## src/sv/pjqd_pkg.sv

```systemverilog
// ---------------------------------------------------------------------------
// pjqd_pkg
// Shared codes and types of the priority job dispatcher.
// ---------------------------------------------------------------------------
package pjqd_pkg;

   localparam int ACTION_W = 2;
   localparam int PRIO_W   = 2;
   localparam int STATUS_W = 2;
   localparam int KIND_W   = 2;

   localparam logic [ACTION_W-1:0] ACT_PUSH_NEW  = 2'd0;
   localparam logic [ACTION_W-1:0] ACT_PUSH_WAIT = 2'd1;
   localparam logic [ACTION_W-1:0] ACT_POP       = 2'd2;

   localparam logic [STATUS_W-1:0] ST_OK    = 2'd0;
   localparam logic [STATUS_W-1:0] ST_FULL  = 2'd1;
   localparam logic [STATUS_W-1:0] ST_EMPTY = 2'd2;

   localparam logic [KIND_W-1:0] KIND_NONE = 2'd0;
   localparam logic [KIND_W-1:0] KIND_WAIT = 2'd1;
   localparam logic [KIND_W-1:0] KIND_NEW  = 2'd2;

   typedef struct packed {
      logic full;
      logic empty;
   } ring_stat_type;

   typedef struct packed {
      logic [STATUS_W-1:0] status;
      logic [KIND_W-1:0]   kind;
      logic                from_main;
   } pick_res_type;

endpackage

```

## src/sv/pjqd_ring.sv

```systemverilog
// ---------------------------------------------------------------------------
// pjqd_ring
// Ring FIFO with added/taken counts modulo twice the depth and a registered
// head read.
// ---------------------------------------------------------------------------
module pjqd_ring #(
   parameter int DEPTH = 256,
   parameter int WIDTH = 16
) (
   input  logic                   clock,
   input  logic                   reset,
   input  logic                   push,
   input  logic [WIDTH-1:0]       wr_data,
   input  logic                   pop,
   output logic [WIDTH-1:0]       rd_data,
   output pjqd_pkg::ring_stat_type stat
);
   import pjqd_pkg::*;

   localparam int CNT_W  = $clog2(2 * DEPTH);
   localparam int SLOT_W = $clog2(DEPTH);

   logic [CNT_W-1:0] added_ff, added_in;
   logic [CNT_W-1:0] taken_ff, taken_in;
   logic [CNT_W-1:0] occ;
   logic [WIDTH-1:0] rd_data_ff;
   logic [WIDTH-1:0] mem [DEPTH];

   function automatic logic [SLOT_W-1:0] slot_of(input logic [CNT_W-1:0] c);
      logic [CNT_W-1:0] s;
      s = (c >= CNT_W'(DEPTH)) ? c - CNT_W'(DEPTH) : c;
      return s[SLOT_W-1:0];
   endfunction

   function automatic logic [CNT_W-1:0] bump(input logic [CNT_W-1:0] c);
      return (c == CNT_W'(2 * DEPTH - 1)) ? '0 : c + 1'b1;
   endfunction

   // modular difference; adding the modulus keeps the wrapped case right
   always_comb begin
      if (added_ff >= taken_ff) begin
         occ = added_ff - taken_ff;
      end else begin
         occ = added_ff - taken_ff + CNT_W'(2 * DEPTH);
      end
   end

   assign stat.full  = (occ == CNT_W'(DEPTH));
   assign stat.empty = (added_ff == taken_ff);

   assign added_in = push ? bump(added_ff) : added_ff;
   assign taken_in = pop  ? bump(taken_ff) : taken_ff;

   always_ff @(posedge clock) begin
      if (reset) begin
         added_ff <= '0;
         taken_ff <= '0;
      end else begin
         added_ff <= added_in;
         taken_ff <= taken_in;
      end
   end

   always_ff @(posedge clock) begin
      if (push) begin
         mem[slot_of(added_ff)] <= wr_data;
      end
      if (pop) begin
         rd_data_ff <= mem[slot_of(taken_ff)];
      end
   end

   assign rd_data = rd_data_ff;

`ifndef SYNTHESIS
   a_no_push_full: assert property (@(posedge clock) disable iff (reset)
      !(push && stat.full))
      else $error("push into full ring");

   a_no_pop_empty: assert property (@(posedge clock) disable iff (reset)
      !(pop && stat.empty))
      else $error("pop from empty ring");

   a_push_fills: assert property (@(posedge clock) disable iff (reset)
      (push && !pop) |=> !stat.empty)
      else $error("ring still empty after push");
`endif

endmodule

```

## config.mk

```make
export PLATFORM = sky130hd
export DESIGN_NAME = pjqd_ring
export DESIGN_NICKNAME = d
export VERILOG_FILES = /design/src/sv/pjqd_pkg.sv /design/src/sv/pjqd_ring.sv
export SDC_FILE = /design/constraint.sdc
export NUM_CORES = 2
export LEC_CHECK = 0
export CELL_PAD_IN_SITES_DETAIL_PLACEMENT = 0
export CELL_PAD_IN_SITES_GLOBAL_PLACEMENT = 1
export CORE_MARGIN = 2
export CORE_UTILIZATION = 45
export DETAILED_ROUTE_END_ITERATION = 16
export DONT_BUFFER_PORTS = 1
export PLACE_DENSITY_LB_ADDON = 0.1
export SETUP_SLACK_MARGIN = 0.3
export SKIP_LAST_GASP = 1
export SLEW_MARGIN = 20
export SYNTH_ARGS = -nofsm -noshare
export SYNTH_HDL_FRONTEND = slang
export SYNTH_SLANG_ARGS = --single-unit
```

## constraint.sdc

```tcl
create_clock -name clock -period 3.1 [get_ports clock]
set_input_delay 0.155 -clock clock [delete_from_list [all_inputs] [get_ports clock]]
set_output_delay 0.155 -clock clock [all_outputs]
set_load 0.01 [all_outputs]
```

==> impl_metrics.ini <==
[setup_path]
path_class = flip-flop to flip-flop
cp-start-kind = flip-flop
worstPathArrival_ps = 4340
end_kind = flip-flop
required_ps = 3810
critPathMaxFanout = 6

[synthesis]
synth-edff-count = 4112
synth.distinct_cells = 70
yosys_warnings = 0
avgSynthCellArea_sq_um = 22.3
yosysSeqAreaShare = 0.777
ys.flop_type = edfxtp_1
synth-seq-cells = 4130
synth_fp_nets = 7192
synthCells = 7157
syn-cell-area_sq_um = 159000
async_flop_share = 0

[clock_tree]
numCtsBuffers = 431
clockRootBuffer = clkbuf_16
clock_latency_ps = 990
cts_max_level = 5
cts_buffer_depth = 4
clk_pin_slew_ps = 60
cts.sinks = 4130
cts_hold_buf = 6
cts_tree = built

[sta]
rsz0062_at_grt = true
maxSlewHeadroom = -0.0144
slew_violations = 20
setup_tns_ps = -6430
tightest_slew_ps = 1520
fin_crit_sh = 1.17
setup_violations = 17
skew_ps = 55.7
hold_ws_ps = -718
hold_viol_final = 2836
final.min_clock_period_ps = 3640
final.setup.worst_slack_ps = -537
clock.fmax_mhz = 275

[route]
viasPerCell = 6.08
drt-initial-drc-count = 11500
dr.pass1.iters = 6
drc = 0
wirelength_microns = 487000
antenna_left = 0
via_count = 81400
wire_per_inst_microns = 36.3

[place]
place_ws_ps = -1350
post-place-cells = 12500
portBuffers = 0
gp_congestion = 0.834
dp_hpwl_microns = 285000

[finish]
drive_gt1_frac = 0.357
layout.nets = 8341
final_cells = 13400
final_common_cell = edfxtp_1
fin_util = 0.539
final_cell_mix = 4112 x edfxtp_1, 998 x mux4_2, 853 x buf_4
syn_to_final_growth_pct = 19.3

[grt]
grt_max_degree = 257
grt_overflow = 0
antenna_found_initial = 26
grt_pass1_vias = 80900
grt_pass1_wl_microns = 670000
grt_use_total = 0.271

[flow_run]
cap_violations = 0

[die]
initial_core_util = 0.452
die_w_microns = 599
core_area_sq_um = 352000
dieArea_sq_um = 359000
die_y_microns = 599
ios = 38
fp-row-count = 218

[pwr]
power_w = 0.120
power_density_nw_per_um2 = 631
leakagePower_nw = 60.1
peakVddDrop_mv = 0.645

[status]
outcome = complete, but fails checks
violations = negative hold slack, max-slew violations, negative setup slack

[min_path]
min-delay-path-class = input pin to flip-flop
through the flow:
stage	hold WS, ps	instance area, sq um
2_1_floorplan	224	159000
3_3_place_gp	226	173000
3_5_place_dp	228	173000
4_1_cts	-775	189000
5_1_grt	-764	190000
6_report	-718	190000
worst max-delay path, stage by stage, from the launching register on:
cell	delay, ps
dfxtp_4	400
buf_12	140
buf_16	150
buf_12	120
buf_16	120
buf_16	130
mux4_2	490
mux4_2	460
o211ai_1	410
buf_4	270
a211oi_4	120
buf_4	170
or3_1	350
final cells by class:
type	count	area, sq um
antenna	14	35.0
fill	27200	162000
clock buffer	519	11200
multi-input combinational	2595	34400
timing repair buffer	1135	11700
inverter	13	75.1
sequential	4130	124000
tap	4730	5920
clock inverter	270	2870
flip-flops by register name (all words and copies together) (netlist names):
signal,flops
added_ff,9
rd_data,16
mem,4096
taken_ff,9
metal layers:
layer	GRT usage	up-vias	share of wire
met1	0.398	44500	0.42
li1	-	32700	-
met4	0.0695	4	0.029
met3	0.0474	620	0.084
met5	0	-	0.000062
met2	0.423	3632	0.47
cell families (layout without fill, tap and decap cells):
| family | count (synthesis) | count (layout) | synth area share |
|---|---|---|---|
| flip-flops | 4130 | 4130 | 0.777 |
| multiplexers | 1339 | 1339 | 0.163 |
| XOR/XNOR | 14 | 14 | 0.000770 |
| other | 0 | 14 | 0 |
| buffers and inverters | 432 | 1937 | 0.0159 |
| AND/OR/NAND/NOR | 633 | 633 | 0.0165 |
| AO/OA/AOI/OAI | 594 | 594 | 0.0258 |
| adder cells (fa/ha/maj) | 15 | 15 | 0.00118 |
report_power, final:
group | internal [W] | switching, W
sequential | 0.0615 | 0.000117
combinational | 0.00329 | 0.00320
clock | 0.0299 | 0.0218
total | 0.0947 | 0.0252
synthesized netlist by cell type (all sizes together), types with 5 or more instances:
cell type,count,share of area
edfxtp,4112,0.78
mux4,998,0.14
nor2,337,0.0079
mux2i,336,0.021
buf,248,0.012
nand2,172,0.0041
clkbuf,171,0.0040
a21oi,131,0.0041
o21ai,95,0.0030
a221oi,86,0.0049
a22oi,58,0.0027
nand3,49,0.0015
o221ai,44,0.0024
o22ai,43,0.0017
a211oi,25,0.0012
o211ai,20,0.00094
dfxtp,18,0.0023
ha,15,0.0012
nor3,15,0.00047
a31oi,14,0.00055
nor2b,13,0.00051
inv,11,0.00026
a311oi,10,0.00055
and2,10,0.00039
xnor2,10,0.00055
and3,9,0.00035
a21o,7,0.00033
a22o,7,0.00038
o2111ai,7,0.00038
nand4,6,0.00024
o31ai,6,0.00028
or3,6,0.00024
a211o,5,0.00027
a221o,5,0.00031
mux2,5,0.00035
final timing paths:
path / startpoint / endpoint / slack (ps) / cells after the start
max: taken_ff[0] / rd_data[4] / -540 / 12
min: wr_data[1] / mem[62][1] / -720 / 0
max reg2reg: taken_ff[0] / rd_data[4] / -540 / 12
min reg2reg: added_ff[8] / added_ff[8] / 550 / 2
timing repair:
action / in CTS / in global routing
pin swaps: 37 / 33
resized for setup: 218 / 92
gates cloned: 12 / 2
setup buffers: 97 / 36
endpoints found under the setup margin: 79 / 18
endpoints found under the hold margin: 4843 / 4094
Power figures use the tool's default switching activity.
