===== config.mk =====
export PLATFORM = sky130hd
export DESIGN_NAME = pjqd_pick
export DESIGN_NICKNAME = d
export VERILOG_FILES = /design/src/sv/pjqd_pkg.sv /design/src/sv/pjqd_pick.sv
export SDC_FILE = /design/constraint.sdc
export NUM_CORES = 1
export LEC_CHECK = 0
export ABC_CLOCK_PERIOD_IN_PS = 3500
export BUFFER_PORTS_ARGS = -buffer_cell sky130_fd_sc_hd__buf_2
export CAP_MARGIN = 20
export CORE_AREA = 2 2 39 41
export DETAILED_ROUTE_END_ITERATION = 6
export DIE_AREA = 0 0 41 43
export PLACE_DENSITY = 0.64
export SETUP_SLACK_MARGIN = 0.2
export SLEW_MARGIN = 5
export SYNTH_ARGS = -nofsm -noshare
export SYNTH_HDL_FRONTEND = slang
export SYNTH_SLANG_ARGS = --single-unit

===== constraint.sdc =====
create_clock -name vclk -period 3.5
set_clock_uncertainty 0.15 [all_clocks]
set_input_delay 0.35 -clock vclk [all_inputs]
set_output_delay 0.35 -clock vclk [all_outputs]
set_load 0.02 [all_outputs]

===== src/sv/pjqd_pkg.sv =====
// ---------------------------------------------------------------------------
// pjqd_pkg
// Shared codes and types of the priority job dispatcher.
// ---------------------------------------------------------------------------
package pjqd_pkg;

   localparam int ACTION_W = 2;
   localparam int PRIO_W   = 2;
   localparam int STATUS_W = 2;
   localparam int KIND_W   = 2;

   localparam logic [ACTION_W-1:0] ACT_PUSH_NEW  = 2'd0;
   localparam logic [ACTION_W-1:0] ACT_PUSH_WAIT = 2'd1;
   localparam logic [ACTION_W-1:0] ACT_POP       = 2'd2;

   localparam logic [STATUS_W-1:0] ST_OK    = 2'd0;
   localparam logic [STATUS_W-1:0] ST_FULL  = 2'd1;
   localparam logic [STATUS_W-1:0] ST_EMPTY = 2'd2;

   localparam logic [KIND_W-1:0] KIND_NONE = 2'd0;
   localparam logic [KIND_W-1:0] KIND_WAIT = 2'd1;
   localparam logic [KIND_W-1:0] KIND_NEW  = 2'd2;

   typedef struct packed {
      logic full;
      logic empty;
   } ring_stat_type;

   typedef struct packed {
      logic [STATUS_W-1:0] status;
      logic [KIND_W-1:0]   kind;
      logic                from_main;
   } pick_res_type;

endpackage


===== src/sv/pjqd_pick.sv =====
// ---------------------------------------------------------------------------
// pjqd_pick
// Decode one transfer into ring push/pop strobes and the result codes;
// strict priority across waiting, main-only and new rings.
// ---------------------------------------------------------------------------
module pjqd_pick #(
   parameter int NUM_LEVELS = 3,
   parameter int LVL_W      = 2
) (
   input  logic                          fire,
   input  logic [pjqd_pkg::ACTION_W-1:0] action,
   input  logic [LVL_W-1:0]              level,
   input  logic                          main_only,
   input  logic                          is_main,
   input  pjqd_pkg::ring_stat_type       new_stat  [NUM_LEVELS],
   input  pjqd_pkg::ring_stat_type       wait_stat [NUM_LEVELS],
   input  pjqd_pkg::ring_stat_type       main_stat,
   output logic [NUM_LEVELS-1:0]         new_push,
   output logic [NUM_LEVELS-1:0]         new_pop,
   output logic [NUM_LEVELS-1:0]         wait_push,
   output logic [NUM_LEVELS-1:0]         wait_pop,
   output logic                          main_push,
   output logic                          main_pop,
   output pjqd_pkg::pick_res_type        res,
   output logic [LVL_W-1:0]              pop_level
);
   import pjqd_pkg::*;

   logic             wait_any, new_any;
   logic [LVL_W-1:0] wait_lvl, new_lvl;

   // highest non-empty level wins: later iterations override
   always_comb begin
      wait_any = 1'b0;
      new_any  = 1'b0;
      wait_lvl = '0;
      new_lvl  = '0;
      for (int lv = 0; lv < NUM_LEVELS; lv++) begin
         if (!wait_stat[lv].empty) begin
            wait_any = 1'b1;
            wait_lvl = LVL_W'(lv);
         end
         if (!new_stat[lv].empty) begin
            new_any = 1'b1;
            new_lvl = LVL_W'(lv);
         end
      end
   end

   always_comb begin
      new_push      = '0;
      new_pop       = '0;
      wait_push     = '0;
      wait_pop      = '0;
      main_push     = 1'b0;
      main_pop      = 1'b0;
      res.status    = ST_OK;
      res.kind      = KIND_NONE;
      res.from_main = 1'b0;
      pop_level     = '0;
      case (action)
         ACT_PUSH_NEW: begin
            if (main_only) begin
               if (main_stat.full) begin
                  res.status = ST_FULL;
               end else begin
                  main_push = fire;
               end
            end else if (new_stat[level].full) begin
               res.status = ST_FULL;
            end else begin
               new_push[level] = fire;
            end
         end
         ACT_PUSH_WAIT: begin
            if (wait_stat[level].full) begin
               res.status = ST_FULL;
            end else begin
               wait_push[level] = fire;
            end
         end
         ACT_POP: begin
            if (wait_any) begin
               wait_pop[wait_lvl] = fire;
               res.kind           = KIND_WAIT;
               pop_level          = wait_lvl;
            end else if (is_main && !main_stat.empty) begin
               main_pop      = fire;
               res.kind      = KIND_NEW;
               res.from_main = 1'b1;
            end else if (new_any) begin
               new_pop[new_lvl] = fire;
               res.kind         = KIND_NEW;
               pop_level        = new_lvl;
            end else begin
               res.status = ST_EMPTY;
            end
         end
         default: begin
            res.status = ST_OK;
         end
      endcase
   end

endmodule


==> flow_summary.json, run 1 <==
{
  "antenna_found_initial": 0,
  "die_x_um": 41,
  "dp_slack_ps": 1370,
  "drv_cap": 0,
  "final_area_um2": 518,
  "routedWlPerCell_um": 10.0,
  "regArea_um2": 0,
  "cts_resized": 0,
  "grt_pass1_wl_mm": 1.41,
  "slowest_delay_ps": 350,
  "synth_cell_types": 22,
  "drc": 0,
  "p_leak_nw": 0.298,
  "n_antenna_cell": 0,
  "area_growth_pct": 71.1,
  "critPathLaunch": "level[0]",
  "worstMarginPinSlew_ps": 354,
  "cpMostUsedCell": "buf_2",
  "dr.pass1.iters": 4,
  "period_needed_ps": 2140,
  "die_area_um2": 1760,
  "grt_setup_unrepaired": "false",
  "setup_viol": 0,
  "postCtsHoldBufs": 0,
  "wl_mm": 1.07,
  "viasPerCell": 5.00,
  "overflow": 0,
  "io_pins": 42,
  "synth_common_cells": "7 x nand2_1, 5 x nor2_1, 5 x nor3_1",
  "drt_iter0_drc": 7,
  "fin_crit_sh_pct": 61.2,
  "placed_area_um2": 518,
  "coreArea_um2": 1380,
  "worstPathMaxFanout": 8,
  "yosysMostFrequentCell": "nand2_1",
  "fmax_mhz": 467,
  "synthTopCellsByArea": "nand2_1 8.7%, nor3_1 8.3%, nor4_1 8.3%, nand3_1 6.6%, nor2_1 6.2%",
  "start_util_pct": 21.9,
  "crit_path_end": "new_push[2]",
  "syn_avg_cell_area_um2": 5.94,
  "fin_util_pct": 37.4,
  "dp_hpwl_um": 931,
  "gr-usage-all-layers_pct": 10.6,
  "synth_top_area_cell": "nand2_1",
  "worstPathArrival_ps": 1640,
  "min_path_type": "primary input to output port",
  "fin_nets": 114,
  "dieHeight_um": 43,
  "synth_area_um2": 303,
  "maxSlewHeadroom_pct": 76.4,
  "nClkBuffers": 0,
  "drive_gt1_share_pct": 48.4,
  "synth_warnings": 0,
  "fin_ws_ps": 1360,
  "criticalPathCategory": "primary input to output port",
  "slowest_stage": "a221o_1",
  "status": "complete, no violations",
  "cp-start-kind": "primary input",
  "critPathRequiredTime_ps": 3000,
  "dp_cells": 107,
  "hold_path_depth": 3,
  "ant_nets": 0,
  "syn_nets": 72,
  "cp.depth": 5,
  "seq_area_frac_synth_pct": 0,
  "rows": 14,
  "grt_max_degree": 9,
  "num_vias": 535,
  "tns_ps": 0,
  "hold_viol": 0,
  "netlist.area_leader.share_pct": 8.68,
  "postCtsSetupBuffers": 0,
  "port_buffers": 42,
  "worstPathCellList": "buf_2 -> mux2_4 -> a221o_1 -> nor4_1 -> buf_2",
  "design.seq.count": 0,
  "power_density_nw_per_um2": 94.2,
  "critPathCaptureType": "output port",
  "critPathTopFamily": "buffers and inverters",
  "syn-instance-count": 51,
  "gp_congestion": 0.642,
  "layoutNonFillerInstCount": 107,
  "report.final.slew_viol_count": 0,
  "grt_pass1_vias": 414,
  "cp_num_buf_inv": 2,
  "peakVddDrop_v": 0.0000338
}
-- how the worst min path moves through the flow --
| stage | startpoint | endpoint | slack (ps) |
|---|---|---|---|
| 2_1_floorplan | wait_stat[2] | wait_pop[1] | 630 |
| 3_3_place_gp | main_stat[1] | main_push | 820 |
| 3_5_place_dp | main_stat[1] | main_push | 820 |
| 4_1_cts | main_stat[1] | main_push | 820 |
| 5_1_grt | main_stat[1] | main_push | 840 |
| 6_report | main_stat[1] | main_push | 830 |
-- cells by family (layout without fill, tap and decap cells) --
logic type | count (synthesis) | in the layout | synth area share [%]
AO/OA/AOI/OAI | 7 | 7 | 17.4
multiplexers | 2 | 2 | 8.26
buffers and inverters | 6 | 46 | 9.91
AND/OR/NAND/NOR | 36 | 36 | 64.5
-- layer usage --
layer | part of all wire (%) | up-vias | global-route usage [%]
met5 | 0 | - | 0
met4 | 0 | 0 | 0
met3 | 13 | 0 | 0.524
met2 | 50 | 40 | 22.8
met1 | 37 | 223 | 10.1
li1 | - | 272 | -
-- power by group --
group | internal (mW) | switching (mW) | total, mW
registers | 0 | 0 | 0
clock network | 0 | 0 | 0
logic | 0.0209 | 0.0279 | 0.0488
-- final cells by class --
type / count / area, µm²
multi-input cells: 45 / 273
fillers: 154 / 866
repair buffers: 42 / 210
inverters: 4 / 15.0
well taps: 16 / 20.0
-- stage by stage --
step / hold WS [ps] / power [mW]
floorplan: 630 / 0.0269
global placement: 822 / 0.0483
detailed placement: 823 / 0.0488
CTS: 824 / 0.0490
global route: 840 / 0.0528
finish: 826 / 0.0488
-- tightest hold or removal path, cell delays in order --
cell and delay [ps]:
buf_2 90, nor4bb_1 40, buf_2 150
-- cell usage in the layout (no fill, tap or decap), types with 2 or more instances in the layout --
master	synthesis	final
nor3b_1	2	2
nor2_1	5	5
a21oi_1	3	3
nor3_1	5	5
nor2b_1	2	2
nand2_1	7	7
buf_2	0	42
nand3_1	4	4
nor4_1	4	4
nand2b_1	2	2
inv_1	4	4
nand4b_1	2	2
Power figures use the tool's default switching activity.
==> run 2: changes to the inputs <==
--- a/config.mk
+++ b/config.mk
@@ -5,13 +5,14 @@
 export SDC_FILE = /design/constraint.sdc
 export NUM_CORES = 1
 export LEC_CHECK = 0
-export ABC_CLOCK_PERIOD_IN_PS = 3500
+export ABC_AREA = 1
+export ABC_CLOCK_PERIOD_IN_PS = 1900
 export BUFFER_PORTS_ARGS = -buffer_cell sky130_fd_sc_hd__buf_2
 export CAP_MARGIN = 20
 export CORE_AREA = 2 2 39 41
 export DETAILED_ROUTE_END_ITERATION = 6
 export DIE_AREA = 0 0 41 43
-export PLACE_DENSITY = 0.64
+export PLACE_DENSITY = 0.68
 export SETUP_SLACK_MARGIN = 0.2
 export SLEW_MARGIN = 5
 export SYNTH_ARGS = -nofsm -noshare
==> constraint.sdc (replaced) <==
create_clock -name vclk -period 1.9
set_clock_uncertainty 0.15 [all_clocks]
set_input_delay 0.19 -clock vclk [all_inputs]
set_output_delay 0.19 -clock vclk [all_outputs]
set_load 0.02 [all_outputs]
==> flow_summary.json, run 2 <==
{
  "status": "complete, no violations",
  "period_needed_ps": 1320,
  "placed_area_um2": 558,
  "report.final.slew_viol_count": 0,
  "gp_congestion": 0.709,
  "postCtsHoldBufs": 0,
  "p_leak_nw": 0.361,
  "worstMarginPinSlew_ps": 225,
  "power.internal_mw": 0.0361,
  "power_switching_mw": 0.0576,
  "syn_avg_cell_area_um2": 4.55,
  "grt_setup_unrepaired": "false",
  "fin_nets": 137,
  "min_path_type": "primary input to output port",
  "fmax_mhz": 756,
  "yosysMostFrequentCell": "nor2_1",
  "dp_hpwl_um": 993,
  "synthTopCellsByArea": "nor2_1 22%, nand2_1 19%, inv_1 14%, nand3_1 12%, nand3_2 9.2%",
  "design.seq.count": 0,
  "ant_nets": 0,
  "synth_cell_types": 14,
  "nClkBuffers": 0,
  "rows": 14,
  "critPathCaptureType": "output port",
  "combPwrFrac_pct": 100.0,
  "fin_crit_sh_pct": 69.6,
  "final_common_cell": "buf_2",
  "synth_area_um2": 328,
  "seq_power_share_pct": 0,
  "grt_pass1_wl_mm": 1.75,
  "dr.pass1.iters": 4,
  "drc": 0,
  "power_density_nw_per_um2": 168,
  "final_cell_mix": "42 x buf_2, 19 x nor2_1, 17 x nand2_1",
  "cp-start-kind": "primary input",
  "drt_iter0_drc": 9,
  "grt_pass1_vias": 482,
  "synth_warnings": 0,
  "viasPerCell": 4.51,
  "synth_top_area_cell": "nor2_1",
  "layoutNonFillerInstCount": 130,
  "fillCellCount": 171,
  "antenna_found_initial": 0,
  "clkPwrFrac_pct": 0,
  "syn_nets": 93,
  "worstPathArrival_ps": 980,
  "grt_max_degree": 7,
  "overflow": 0,
  "maxSlewHeadroom_pct": 84.9,
  "io_pins": 42,
  "peakVddDrop_v": 0.0000632,
  "critPathRequiredTime_ps": 1560,
  "dp_cells": 130,
  "area_growth_pct": 70.2,
  "wl_mm": 1.10,
  "setup_viol": 0,
  "tns_ps": 0,
  "synth_common_cells": "19 x nor2_1, 17 x nand2_1, 12 x inv_1, 8 x nand3_1",
  "dieHeight_um": 43,
  "die_x_um": 41,
  "seq_area_frac_synth_pct": 0,
  "syn-instance-count": 72,
  "coreArea_um2": 1380,
  "n_antenna_cell": 0,
  "gr-usage-all-layers_pct": 12.9,
  "worstPathMaxFanout": 3,
  "cts_resized": 0,
  "drv_cap": 0,
  "netlist.area_leader.share_pct": 21.8,
  "criticalPathCategory": "primary input to output port",
  "regArea_um2": 0,
  "swShare_pct": 61.5,
  "start_util_pct": 23.7,
  "postCtsSetupBuffers": 0,
  "port_buffers": 42,
  "num_vias": 586,
  "die_area_um2": 1760,
  "whs_ps": 506,
  "final_area_um2": 558,
  "drive_gt1_share_pct": 41.2,
  "routedWlPerCell_um": 8.44,
  "hold_viol": 0
}
## run 2: changes by cell type after synthesis, sizes merged, moves of 2 or more
cell,before,now
a21oi,3,1
inv,4,13
nand2,7,17
nand2b,2,0
nand3,4,11
nand4,0,3
nand4b,2,0
nor2,5,20
nor2b,2,0
nor3,5,3
nor3b,2,0
nor4,4,1
## run 2: through the flow
stage                     worst slack, ps  util [%]  total power [mW]
final                                 577      40.3            0.0937
after global routing                  472      40.3             0.105
after floorplan                       561         -            0.0502
after global placement                582      40.3            0.0935
after CTS                             575      40.3            0.0947
after detailed placement              577      40.3            0.0943
## run 2: path summary, 6_finish.rpt
kind / start / end / depth (start not counted)
setup / recovery: action[1] / new_push[1] / 7
hold / removal: main_stat[1] / main_push / 3
## run 2: critical path, stage by stage
cell	delay, ps
buf_2	100
inv_1	100
nand2_1	100
nor2_1	130
nand3_2	110
nor2_1	90
buf_2	170
## run 2: cell families (layout without fill, tap and decap cells)
logic type / count (synthesis) / in the layout / share of synthesized area [%]
simple gates: 55 / 55 / 78.2
buf+inv: 14 / 56 / 16.0
compound gates: 3 / 3 / 5.73
## run 2: layout make-up
cell class                 count  area [µm²]  share of cell area [%]
tap                           16        20.0                    3.59
multi-input combinational     58         275                    49.3
timing repair buffer          42         210                    37.7
inverter                      14        52.6                    9.42
## run 2: power groups by stage
stage	combinational (mW)	sequential, mW	clock [mW]
floorplan	0.0502	0	0
global placement	0.0935	0	0
detailed placement	0.0943	0	0
CTS	0.0947	0	0
global route	0.105	0	0
finish	0.0937	0	0
## run 2: metal layers
metal / GRT usage, % / vias up / share of wire (%)
met1: 16.1 / 238 / 41
li1: - / 313 / -
met3: 0.524 / 0 / 12
met5: 0 / - / 0
met2: 24.1 / 35 / 47
met4: 0 / 0 / 0
